[config.mk]
export PLATFORM = sky130hd
export DESIGN_NAME = bis_ctrl
export DESIGN_NICKNAME = d
export VERILOG_FILES = /design/src/sv/bis_pkg.sv /design/src/sv/bis_ctrl.sv
export SDC_FILE = /design/constraint.sdc
export NUM_CORES = 1
export LEC_CHECK = 0
export ABC_AREA = 1
export BUFFER_PORTS_ARGS = -buffer_cell sky130_fd_sc_hd__buf_2
export CAP_MARGIN = 20
export CELL_PAD_IN_SITES_DETAIL_PLACEMENT = 1
export CELL_PAD_IN_SITES_GLOBAL_PLACEMENT = 1
export CORE_MARGIN = 3
export CORE_UTILIZATION = 28
export CTS_CLUSTER_SIZE = 25
export DETAILED_ROUTE_END_ITERATION = 16
export MAX_ROUTING_LAYER = met4
export PLACE_DENSITY = 0.72
export SYNTH_ARGS = -nofsm -noshare
export SYNTH_HDL_FRONTEND = slang
export SYNTH_SLANG_ARGS = --single-unit
[constraint.sdc]
create_clock -name clk -period 1.5 [get_ports clk]
set_input_delay 0.3 -clock clk [delete_from_list [all_inputs] [get_ports clk]]
set_output_delay 0.3 -clock clk [all_outputs]
set_load 0.02 [all_outputs]
[src/sv/bis_pkg.sv]
`timescale 1ns / 1ps

package bis_pkg;

	localparam int MAX_SIDE    = 256;
	localparam int STORE_DEPTH = 65536;
	localparam int ADDR_W      = $clog2(STORE_DEPTH);

	localparam int SIDE_W  = 9;
	localparam int COORD_W = 8;
	localparam int FRAC_W  = 16;
	localparam int CH_W    = 8;
	localparam int NUM_CH  = 4;
	localparam int PIX_W   = CH_W * NUM_CH;
	localparam int STEP_W  = SIDE_W + FRAC_W;
	localparam int POS_W   = COORD_W + STEP_W;
	localparam int INT_W   = POS_W - FRAC_W;
	localparam int NUM_TAP = 4;
	localparam int DIV_CNT_W = $clog2(STEP_W);

	localparam int CFG_AW = 4;
	localparam int CFG_DW = 32;

	localparam logic CMD_WRITE = 1'b0;
	localparam logic CMD_READ  = 1'b1;

	localparam logic [1:0] REG_SRC_W = 2'd0;
	localparam logic [1:0] REG_SRC_H = 2'd1;
	localparam logic [1:0] REG_DST_W = 2'd2;
	localparam logic [1:0] REG_DST_H = 2'd3;

	typedef enum logic [3:0] {
		ST_IDLE,
		ST_DIVX,
		ST_DIVX_W,
		ST_DIVY,
		ST_DIVY_W,
		ST_POS,
		ST_RD0,
		ST_RD1,
		ST_RD2,
		ST_RD3,
		ST_CAP,
		ST_HBL,
		ST_VBL
	} state_t;

	typedef struct packed {
		logic       div_start;
		logic       div_sel_y;
		logic       ld_dx;
		logic       ld_dy;
		logic       req_cap;
		logic       mem_wr;
		logic       pos_en;
		logic       rd_en;
		logic [1:0] rd_slot;
		logic       shift_pix;
		logic       hbl_en;
		logic       vbl_en;
	} dp_cmd_t;

	typedef struct packed {
		logic div_done;
	} dp_stat_t;

	function automatic logic [SIDE_W-1:0] side(input logic [SIDE_W-1:0] v);
		logic [SIDE_W-1:0] r;
		if (v == '0) begin
			r = SIDE_W'(1);
		end else if (32'(v) > 32'(MAX_SIDE)) begin
			r = SIDE_W'(MAX_SIDE);
		end else begin
			r = v;
		end
		return r;
	endfunction

	function automatic logic [ADDR_W-1:0] cell_addr(input logic [SIDE_W-1:0] r,
		input logic [SIDE_W-1:0] c);
		logic [31:0] a;
		a = 32'(r) * 32'(MAX_SIDE) + 32'(c);
		return a[ADDR_W-1:0];
	endfunction

	function automatic logic [PIX_W-1:0] mix(input logic [PIX_W-1:0] p,
		input logic [PIX_W-1:0] q, input logic [CH_W-1:0] f);
		logic [PIX_W-1:0]  res;
		logic [CH_W-1:0]   a;
		logic [CH_W-1:0]   b;
		logic [2*CH_W-1:0] diff;
		logic [2*CH_W-1:0] prod;
		res = '0;
		for (int i = 0; i < NUM_CH; i++) begin
			a    = p[i*CH_W +: CH_W];
			b    = q[i*CH_W +: CH_W];
			diff = {{CH_W{1'b0}}, b} - {{CH_W{1'b0}}, a};
			prod = diff * {{CH_W{1'b0}}, f};
			res[i*CH_W +: CH_W] = a + prod[2*CH_W-1:CH_W];
		end
		return res;
	endfunction

endpackage

[src/sv/bis_ctrl.sv]
`timescale 1ns / 1ps

module bis_ctrl (
	input  logic               clk,
	input  logic               arst_n,
	input  logic               start,
	input  logic               cmd,
	input  logic               cfg_wr,
	input  bis_pkg::dp_stat_t  stat,
	output logic               busy,
	output bis_pkg::dp_cmd_t   ctl
);
	import bis_pkg::*;

	state_t state_q;
	state_t state_d;
	logic   redo_q;

	always_ff @(posedge clk or negedge arst_n) begin
		if (!arst_n) begin
			state_q <= ST_IDLE;
			redo_q  <= 1'b1;
		end else begin
			state_q <= state_d;
			if (cfg_wr) begin
				redo_q <= 1'b1;
			end else if (state_q == ST_DIVX) begin
				redo_q <= 1'b0;
			end
		end
	end

	always_comb begin
		state_d = state_q;
		ctl     = '0;
		unique case (state_q)
			ST_IDLE: begin
				if (redo_q) begin
					state_d = ST_DIVX;
				end else if (start) begin
					if (cmd == CMD_WRITE) begin
						ctl.mem_wr = 1'b1;
					end else begin
						ctl.req_cap = 1'b1;
						state_d     = ST_POS;
					end
				end
			end
			ST_DIVX: begin
				ctl.div_start = 1'b1;
				state_d       = ST_DIVX_W;
			end
			ST_DIVX_W: begin
				if (stat.div_done) begin
					ctl.ld_dx = 1'b1;
					state_d   = ST_DIVY;
				end
			end
			ST_DIVY: begin
				ctl.div_start = 1'b1;
				ctl.div_sel_y = 1'b1;
				state_d       = ST_DIVY_W;
			end
			ST_DIVY_W: begin
				ctl.div_sel_y = 1'b1;
				if (stat.div_done) begin
					ctl.ld_dy = 1'b1;
					state_d   = ST_IDLE;
				end
			end
			ST_POS: begin
				ctl.pos_en = 1'b1;
				state_d    = ST_RD0;
			end
			ST_RD0: begin
				ctl.rd_en   = 1'b1;
				ctl.rd_slot = 2'd0;
				state_d     = ST_RD1;
			end
			ST_RD1: begin
				ctl.rd_en     = 1'b1;
				ctl.rd_slot   = 2'd1;
				ctl.shift_pix = 1'b1;
				state_d       = ST_RD2;
			end
			ST_RD2: begin
				ctl.rd_en     = 1'b1;
				ctl.rd_slot   = 2'd2;
				ctl.shift_pix = 1'b1;
				state_d       = ST_RD3;
			end
			ST_RD3: begin
				ctl.rd_en     = 1'b1;
				ctl.rd_slot   = 2'd3;
				ctl.shift_pix = 1'b1;
				state_d       = ST_CAP;
			end
			ST_CAP: begin
				ctl.shift_pix = 1'b1;
				state_d       = ST_HBL;
			end
			ST_HBL: begin
				ctl.hbl_en = 1'b1;
				state_d    = ST_VBL;
			end
			ST_VBL: begin
				ctl.vbl_en = 1'b1;
				state_d    = ST_IDLE;
			end
			default: begin
				state_d = ST_IDLE;
			end
		endcase
	end

	assign busy = (state_q != ST_IDLE) || redo_q;

endmodule

==> impl_results.md, run 1 <==
- Status: complete, but fails checks
- Failing checks: negative setup slack
- Final setup viols: 11
- Commonest cells after routing, fill and taps aside: buf_4 (23), buf_6 (12), nand2_1 (7), nand2_2 (6)
- Total number of vias: 558
- Synth Area in Adders: 0%
- Final WS setup: -0.235 ns
- Chip Width: 44.1 um
- MaxCap Viol Count: 0
- Area of the core: 1330 um2
- Final hold vios: 0
- Max-slew headroom: 84.8%
- Tightest Hold Check Type: in -> reg
- Fin crit share: 116%
- Hpwl dp: 968 um
- Area Growth Syn to Fin: 116%
- # diodes: 0
- Syn. warnings: 0
- Total CTS buffers: 3
- Synth Instances: 58
- CP Launch Type: flip-flop
- Worst path required time: 1.20 ns
- Drt drc: 0
- Main combinational cell family by area after synthesis: simple AND/OR/NAND/NOR gates
- GP Congestion: 0.750
- Worst-path clk slew: 0.05 ns
- Root buffer cell: clkbuf_4
- Wirelength per Cell: 18.3 um
- Crit path max-delay cell type: dfrtp_2
- 1st-iter DRT viols: 3
- First-pass GRT wire length: 2860 um
- Vias in the first global route: 597
- Period minus WS final: 1.73 ns
- Commonest non-fill, non-tap cell in the layout: buf_4
- Max Clock Skew: 0.00120 ns
- Static leakage power: 0.448 nW
- Max stage delay on crit path: 0.46 ns
- Final Max Tran Viols: 0
- Hold slack: 0.255 ns
- Filler cell count: 166
- Synthesized Nets: 64
- Unrepaired setup endpoints after global routing: true
- Post-synthesis mux area share: 0%
- Clock Sinks: 5
- Sequential area share after synthesis: 31.2%
- Pre-CTS setup slack: 0.0426 ns
- GRT Residual Overflow: 0
- I/O Pins: 20
- Die area: 1940 um2
- Post-Synth XOR/XNOR Area: 0%
- Post-synthesis register bit count: 5
- Ratio of cells with drive above 1 in the final layout: 76.7%
- Final ANT Viol Nets: 0
- Worst Tran Pin Value: 0.226 ns
- Max H-tree Level: 1
- Reg area: 131 um2
- Worst endpoint data arrival time: 1.43 ns
- Pin count of the biggest net entering global routing: 6
- CP Max Fanout: 5
- Layout Nets: 110
- Initial antenna violation count: 0
- Most numerous cell on the critical path: nand2_2
- Die H: 44.1 um
- CP Capture Type: output pin
- Peak VDD IR: 0.00132 V
- CTS tree: built
- Synth Area in Compound Gates: 10.5%
- Row count: 13
- Setup CP Type: reg -> out
- WL final: 2160 um
- Starting Density: 30.4%
- GR Util All Layers: 21.5%
- IO buf count: 19
- Cell Chain, Critical Path: nand2_2, inv_1, nand2_2, o21ai_1, buf_4
- Netlist cell types: 17
- Clk Latency, worst-skew pair: 0.24 ns
- Synth Area in Simple Gates: 49.1%
- FMAX: 576 MHz
- Vias/cell: 4.73
- Cell area power density: 2160 nW/um2
- Multi-input logic area: 310 um2
- Synthesized area: 405 um2
- Clock tree buffer depth: 2
- Mean Syn Cell Area: 6.99 um2
- DRT Pass-1 Iters: 4
through the flow:
| step | area, um2 | cells | setup TNS [ns] | utilization [%] | power (mW) |
|---|---|---|---|---|---|
| after floorplan | 412 | 58 | 0 | - | 0.806 |
| after global placement | 533 | 93 | 0 | 40.0 | 1.03 |
| after detailed placement | 533 | 93 | 0 | 40.0 | 1.03 |
| after CTS | 719 | 110 | -0.768 | 53.9 | 1.46 |
| after global routing | 877 | 118 | -2.47 | 65.8 | 2.02 |
| final | 877 | 118 | -1.55 | 65.8 | 1.90 |
synthesized netlist by cell type, drive strengths merged:
cell | instances | area (um2)
a211oi | 1 | 7.51
dfrtp | 4 | 100
dfstp | 1 | 26.3
inv | 10 | 37.5
nand2 | 14 | 60.1
nand3 | 5 | 40.0
nand4 | 1 | 6.26
nor2 | 14 | 75.1
nor3 | 1 | 5.00
nor3b | 1 | 12.5
o21ai | 4 | 20.0
o21bai | 2 | 15.0
cell type report:
class                   count  area share [%]
inverters                  10            5.42
well taps                  15            2.14
repair buffers             41            39.1
clock buffers               4            3.00
multi-input cells          43            35.4
flip-flops and latches      5            15.0
worst paths after layout:
path	start	to	slack (ns)	cells after the start
min in group asynchronous	arst_n	state_q[2]	0.40	2
worst min register to register	redo_q	redo_q	0.57	2
worst max register to register	state_q[0]	state_q[3]	0.11	7
max in group asynchronous	arst_n	redo_q	0.89	2
worst max-delay path	state_q[0]	ctl[2]	-0.23	5
worst min-delay path	cfg_wr	redo_q	0.26	2
registers in the layout (all words and copies together) (netlist names):
signal,flops
redo_q,1
state_q,4
kinds of logic after synthesis:
| group | Yosys count |
|---|---|
| flip-flops | 5 |
| buffers and inverters | 10 |
| AO/OA/AOI/OAI | 7 |
| AND/OR/NAND/NOR | 36 |
where the power goes:
group,leakage (nW),switching (mW),internal [mW]
Sequential,0.0553,0.121,0.210
Clock,0.0150,0.0597,0.101
Combinational,0.378,0.775,0.629
worst max-delay path: cells and delay by family, from the launching register on:
kind / cells / cell delay, ns
simple gates: 2 / 0.25
buf+inv: 2 / 0.35
compound gates: 1 / 0.13
flops: 1 / 0.46
per-layer routing:
layer | wire length, um | GRT usage, % | up-vias | part of all wire, %
li1 | - | - | 273 | -
met1 | 974 | 26.8 | 274 | 45
met2 | 1140 | 35.5 | 9 | 53
met3 | 31 | 1.63 | 2 | 1.4
met4 | 15 | 9.04 | 0 | 0.70
met5 | 0 | - | - | 0
what timing repair did:
action / in CTS / in global routing
endpoints found under the hold margin: 4 / 0
hold buffers: 1 / 0
pin swaps: 4 / 3
endpoints found under the setup margin: 12 / 15
setup buffers: 12 / 10
resized for setup: 26 / 31
No activity file was read; power rests on OpenSTA's default activity.
==> inputs of run 2 (changes only) <==
--- a/config.mk
+++ b/config.mk
@@ -5,17 +5,17 @@
 export SDC_FILE = /design/constraint.sdc
 export NUM_CORES = 1
 export LEC_CHECK = 0
-export ABC_AREA = 1
+export ABC_AREA = 0
 export BUFFER_PORTS_ARGS = -buffer_cell sky130_fd_sc_hd__buf_2
 export CAP_MARGIN = 20
 export CELL_PAD_IN_SITES_DETAIL_PLACEMENT = 1
 export CELL_PAD_IN_SITES_GLOBAL_PLACEMENT = 1
 export CORE_MARGIN = 3
-export CORE_UTILIZATION = 28
+export CORE_UTILIZATION = 30
 export CTS_CLUSTER_SIZE = 25
 export DETAILED_ROUTE_END_ITERATION = 16
 export MAX_ROUTING_LAYER = met4
-export PLACE_DENSITY = 0.72
+export PLACE_DENSITY = 0.74
 export SYNTH_ARGS = -nofsm -noshare
 export SYNTH_HDL_FRONTEND = slang
 export SYNTH_SLANG_ARGS = --single-unit
==> run 2 against run 1 <==
The flow still finishes with violations (negative setup slack); combinational power shrank 11%; routed wire length shrank 29%; non-clock buffer count shrank 7; largest power group unchanged.
==> impl_results.md, run 2 <==
- Placed inst area: 652 um2 (+22%)
- Total number of vias: 513 (-8.1%)
- Layout Nets: 97 (-12%)
- Post-route cell area: 820 um2 (-6.6%)
- Peak VDD IR: 0.00120 V (-9.1%)
- Top reg by flops: state_q
- Final hold vios: 0 (unchanged)
- CP Capture Type: output pin
- FMAX: 553 MHz (-4.0%)
- Commonest non-fill, non-tap cell in the layout: buf_4
- CTS tree: built
- Setup CP Type: reg -> out
- Placed insts: 99 (+6.5%)
- IO buf count: 19 (unchanged)
- Final WS setup: -0.307 ns (-0.0725 ns)
- Clk Latency, worst-skew pair: 0.24 ns (about the same)
- Starting Density: 32.6% (+2.2 points)
- Worst path required time: 1.20 ns (about the same)
- Critical path startpoint: state_q[3]
- Multi-input logic area: 342 um2 (+10%)
- Setup tns final: -2.46 ns (-0.909 ns)
- Final Max Tran Viols: 0 (unchanged)
- Netlist cell types: 27 (+10)
- Total CTS buffers: 3 (unchanged)
- Max Clock Skew: 0.00276 ns (+0.00156 ns)
- Hpwl dp: 1130 um (+17%)
- WL final: 1540 um (-29%)
- Die area: 1940 um2 (about the same)
- GRT Residual Overflow: 0 (unchanged)
- Wirelength per Cell: 14.6 um (-20%)
- CP Launch Type: flip-flop
- Clock tree buffer depth: 2 (unchanged)
- Total power: 1.69 mW (-11%)
- Fin crit share: 120% (+4.8 points)
- Period minus WS final: 1.81 ns (+0.0725 ns)
- First-pass GRT wire length: 2350 um (-18%)
- I/O Pins: 20 (unchanged)
- Vias/cell: 4.89 (+3.3%)
- Reg-to-Reg Start: state_q[1]
- Drt drc: 0 (unchanged)
- Filler cell count: 165 (-0.60%)
- Syn. warnings: 0 (unchanged)
- Largest regs: state_q (4), redo_q (1)
- Max H-tree Level: 1 (unchanged)
- Cell area power density: 2060 nW/um2 (-4.5%)
- CP Max Fanout: 5 (unchanged)
- Die H: 44.0 um (about the same)
- Max reg flops: 4 (unchanged)
- Post-synth top cells: nand2_1 (7), nor2_1 (5), a21oi_1 (4), dfrtp_1 (4), nand2b_1 (4)
- # diodes: 0 (unchanged)
- Pre-CTS setup slack: -0.0475 ns (-0.0901 ns)
- DRT Pass-1 Iters: 2 (-2)
- Reg2Reg Depth: 6 (-1)
- Chip Width: 44.0 um (about the same)
- Static leakage power: 0.375 nW (-16%)
- Area of the core: 1330 um2 (unchanged)
- Vias in the first global route: 550 (-7.9%)
- Setup crit end: ctl[9]
- Top-count cell post-synth: nand2_1
- Sequential area share after synthesis: 29.1% (-2.1 points)
- Initial antenna violation count: 0 (unchanged)
- 1st-iter DRT viols: 5 (+2)
- Synth Instances: 56 (-3.4%)
- Root buffer cell: clkbuf_4
- Final setup viols: 14 (+3)
- Post-synth EDFFs: 0 (unchanged)
- Max-slew headroom: 82.3% (-2.5 points)
- GP Congestion: 0.751 (+0.11%)
- Synth area leaders: dfrtp_1 (23%), dfstp_2 (6.1%), nand2_1 (6.1%)
- Row count: 13 (unchanged)
- Synthesized Nets: 62 (-3.1%)
- Pin count of the biggest net entering global routing: 11 (+5)
- Clock Sinks: 5 (unchanged)
- Mean Syn Cell Area: 7.75 um2 (+11%)
- Worst endpoint data arrival time: 1.51 ns (+0.08 ns)
- Post-synthesis register bit count: 5 (unchanged)
- Dominant register cell in the synthesized netlist: dfrtp_1
- Tightest Hold Check Type: in -> reg
- Share of the synthesized area in the top cell type: 23.1% (-1.6 points)
- Reg2reg end: state_q[2]
- MaxCap Viol Count: 0 (unchanged)
- Yosys top cell by area: dfrtp_1
- Ys async rst share: 100% (unchanged)
- Final ANT Viol Nets: 0 (unchanged)
- Reg-to-reg slack, setup: -0.07 ns (-0.18 ns)
- Worst Tran Pin Value: 0.263 ns (+0.0368 ns)
- Unrepaired setup endpoints after global routing: true
- Failing checks: negative setup slack
- Layout Cells excl Fill: 105 (-11%)
- Ratio of cells with drive above 1 in the final layout: 63.3% (-13 points)
- Status: complete, but fails checks
- Reg area: 130 um2 (-0.95%)
- Synthesized area: 434 um2 (+7.1%)
- Worst-path clk slew: 0.04 ns (about the same)
- Commonest cells after routing, fill and taps aside: buf_4 (14), buf_6 (13), nand2_1 (7), buf_2 (6), nor2_4 (4)
- Area Growth Syn to Fin: 88.8%
- GR Util All Layers: 17.3% (-4.2 points)
## run 2: cell types whose count changed after synthesis, moves of 4 or more
cell / change
a21oi_1: +4
inv_2: -4
nand2_1: -4
nand2b_1: +4
nor2_1: -4
## run 2: layout make-up
cell class / instances / area share, %
well taps: 15 / 2.29
flip-flops and latches: 5 / 15.9
multi-input cells: 44 / 41.7
clock buffers: 4 / 3.21
inverters: 3 / 1.37
repair buffers: 34 / 35.6
## run 2: worst min path at each step
stage | slack [ns] | end | depth (start not counted) | from
after floorplan | 0.004 | state_q[0] | 0 | arst_n
after global placement | 0.12 | state_q[0] | 1 | arst_n
after detailed placement | 0.12 | state_q[0] | 1 | arst_n
after CTS | 0.24 | redo_q | 2 | cfg_wr
after global routing | 0.25 | redo_q | 2 | cfg_wr
final | 0.25 | redo_q | 2 | cfg_wr
## run 2: per-stage QoR
| stage | hold WS [ns] | utilization [%] |
|---|---|---|
| after floorplan | 0.00441 | - |
| after global placement | 0.117 | 48.9 |
| after detailed placement | 0.116 | 48.9 |
| after CTS | 0.238 | 55.3 |
| after global routing | 0.249 | 61.4 |
| final | 0.248 | 61.4 |
## run 2: worst max-delay path: stages, from the launching register on
cell	delay [ns]
dfrtp_1	0.40
buf_4	0.16
nand2b_1	0.22
nor4b_2	0.30
buf_4	0.19
## run 2: report_power, final
part           leakage (nW)  internal, mW  switching [mW]
clock network        0.0150         0.101          0.0549
logic                 0.303         0.603           0.642
registers            0.0571         0.210          0.0814
## run 2: what timing repair did
item / in CTS / in global routing
buffers inserted: 1 / 1
hold buffers: 1 / 0
cloned: 0 / 0
resized for setup: 15 / 27
endpoints found under the setup margin: 15 / 16
hold endpoints to repair: 4 / 0
pin swaps: 3 / 4
## run 2: kinds of logic after synthesis
logic type	synth area share (%)
DFF	29.1
AOI/OAI and AO/OA	15.6
xor gates and xnor gates	4.04
and+or+nand+nor	42.7
buffers and inverters	8.64
## run 2: routing by layer
| metal | track usage, % | routed length [um] | vias to the layer above |
|---|---|---|---|
| li1 | - | - | 259 |
| met1 | 18.4 | 660 | 236 |
| met2 | 30.5 | 803 | 14 |
| met3 | 2.44 | 51 | 4 |
| met4 | 9.04 | 23 | 0 |
| met5 | - | 0 | - |
==> inputs of run 3 (changes only) <==
==> constraint.sdc (replaced) <==
create_clock -name clk -period 1.5 [get_ports clk]
set_input_delay 0.075 -clock clk [delete_from_list [all_inputs] [get_ports clk]]
set_output_delay 0.075 -clock clk [all_outputs]
set_load 0.02 [all_outputs]
==> run 3 against run 2 <==
The run still ends with negative setup slack left; via count grew 8.0%; register-to-register slack gained 0.08 ns; non-clock buffer count grew 2; sequential cell count is the same; utilization shrank 3.4 points; clock power is essentially flat; combinational power is essentially flat; critical endpoint is now ctl[7]; hold slack lost 0.23 ns; clock-buffer cell count is the same.
==> impl_results.md, run 3 (same netlist as run 2, synthesis figures left out) <==
- Status: complete, but fails checks
- Failing checks: negative setup slack
- Initial antenna violation count: 0 (unchanged)
- Clock tree buffer depth: 2 (unchanged)
- Fin crit share: 106% (-15 points)
- Commonest cells after routing, fill and taps aside: buf_4 (17), buf_2 (11), buf_6 (7), nand2_1 (6)
- Ratio of cells with drive above 1 in the final layout: 62.0% (-1.4 points)
- Die H: 44.0 um (unchanged)
- Vias/cell: 5.18 (+6.0%)
- WL final: 1690 um (+9.8%)
- # diodes: 0 (unchanged)
- FMAX: 630 MHz (+14%)
- Max H-tree Level: 1 (unchanged)
- Unrepaired setup endpoints after global routing: true
- First-pass GRT wire length: 2590 um (+10%)
- Area of the core: 1330 um2 (unchanged)
- Tightest Hold Check Type: in -> reg
- Hpwl dp: 976 um (-14%)
- Pre-CTS setup slack: 0.0717 ns (+0.119 ns)
- Max reg flops: 4 (unchanged)
- Static leakage power: 0.378 nW (+0.81%)
- Total CTS buffers: 3 (unchanged)
- Cell area power density: 2190 nW/um2 (+6.0%)
- CP delay by family, top: simple AND/OR/NAND/NOR gates
- Area Growth Syn to Fin: 78.4%
- Setup CP Type: reg -> out
- Period minus WS final: 1.59 ns (-0.220 ns)
- Vias in the first global route: 572 (+4.0%)
- DRT Pass-1 Iters: 2 (unchanged)
- IO buf count: 19 (unchanged)
- Clk Latency, worst-skew pair: 0.24 ns (about the same)
- GP Congestion: 0.779 (+3.8%)
- CP Max Fanout: 6 (+1)
- MaxCap Viol Count: 0 (unchanged)
- Final core utilization: 58.1% (-3.4 points)
- Final hold vios: 0 (unchanged)
- 1st-iter DRT viols: 5 (unchanged)
- Row count: 13 (unchanged)
- Largest regs: state_q (4), redo_q (1)
- Final ANT Viol Nets: 0 (unchanged)
- Root buffer cell: clkbuf_4
- I/O Pins: 20 (unchanged)
- GRT Residual Overflow: 0 (unchanged)
- Setup tns final: -0.210 ns (+2.25 ns)
- Buf+Inv Stages, Crit Path: 1 (-1)
- Clock Sinks: 5 (unchanged)
- Cell Chain, Critical Path: or2_4, nor4_4, nand2_1, nor2_1, buf_4
- Max-slew headroom: 82.2% (-0.18 points)
- Final setup viols: 4 (-10)
- Peak VDD IR: 0.000953 V (-20%)
- Starting Density: 32.6% (unchanged)
- Layout Nets: 99 (+2.1%)
- Max stage delay on crit path: 0.44 ns (+0.04 ns)
- Drt drc: 0 (unchanged)
- Pin count of the biggest net entering global routing: 8 (-3)
- CTS tree: built
- Die area: 1940 um2 (unchanged)
- Final Max Tran Viols: 0 (unchanged)
- Chip Width: 44.0 um (unchanged)
- Max Clock Skew: 0.00281 ns (+0.0000433 ns)
- Total power: 1.69 mW (+0.14%)
- CP Capture Type: output pin
- Commonest non-fill, non-tap cell in the layout: buf_4
- Total number of vias: 554 (+8.0%)
- Worst Tran Pin Value: 0.266 ns (+0.00267 ns)
- Final WS setup: -0.0875 ns (+0.220 ns)
- Worst endpoint data arrival time: 1.51 ns (about the same)
- CP Launch Type: flip-flop
- Worst-path clk slew: 0.04 ns (about the same)
- Crit path max-delay cell type: dfrtp_2
- GR Util All Layers: 19.3% (+2.1 points)
- Wirelength per Cell: 15.8 um (+7.8%)
- Top reg by flops: state_q
- Worst path required time: 1.42 ns (+0.22 ns)
==> run 3: cell type report <==
class                      count  area, um2
timing repair buffer          36        272
inverter                       3       11.3
clock buffer                   4       26.3
multi-input combinational     44        315
tap                           15       18.8
sequential                     5        131
fill                         165        559
==> run 3: metal layers <==
layer  wire (um)  share of wire, %  global-route usage [%]  up-vias
met2         891                53                    31.1       21
met3          73               4.3                    4.47        4
met4          29               1.7                    10.8        0
met1         695                41                    21.9      265
met5           0                 0                       -        -
li1            -                 -                       -      264
==> run 3: power breakdown <==
| part | switching, mW | internal, mW | total (mW) |
|---|---|---|---|
| Combinational | 0.640 | 0.596 | 1.24 |
| Clock | 0.0562 | 0.101 | 0.157 |
| Sequential | 0.0902 | 0.211 | 0.301 |
| Total | 0.786 | 0.908 | 1.69 |
==> run 3: timing repair <==
action,4_1_cts,5_1_grt
endpoints found under the setup margin,6,10
hold buffers,1,0
endpoints found under the hold margin,5,0
pin swaps,3,4
setup buffers,7,2
gates resized for setup,11,19
==> run 3: worst register-to-register path, cell delays in order, from the launching register on <==
cell and delay (ns):
dfrtp_2 0.44, buf_4 0.16, or4_4 0.53, a21oi_2 0.12
a21oi_1 0.06, a21oi_2 0.10
==> run 3: path summary, 6_finish.rpt <==
| kind | cells past startpoint | from | to | slack [ns] |
|---|---|---|---|---|
| worst max-delay path | 5 | state_q[3] | ctl[7] | -0.09 |
| min in group asynchronous | 2 | arst_n | state_q[3] | 0.17 |
| worst max register to register | 5 | state_q[3] | state_q[2] | 0.01 |
| max in group asynchronous | 2 | arst_n | redo_q | 1.12 |
| worst min-delay path | 2 | cfg_wr | redo_q | 0.02 |
| worst min register to register | 2 | redo_q | redo_q | 0.53 |
==> run 3: per-stage QoR <==
stage               instances  instance area (um2)  hold WS [ns]
floorplan                  56                  443        -0.221
global placement           93                  583        -0.107
CTS                       105                  698        0.0161
detailed placement         93                  583        -0.107
global route              107                  774        0.0272
finish                    107                  774        0.0217
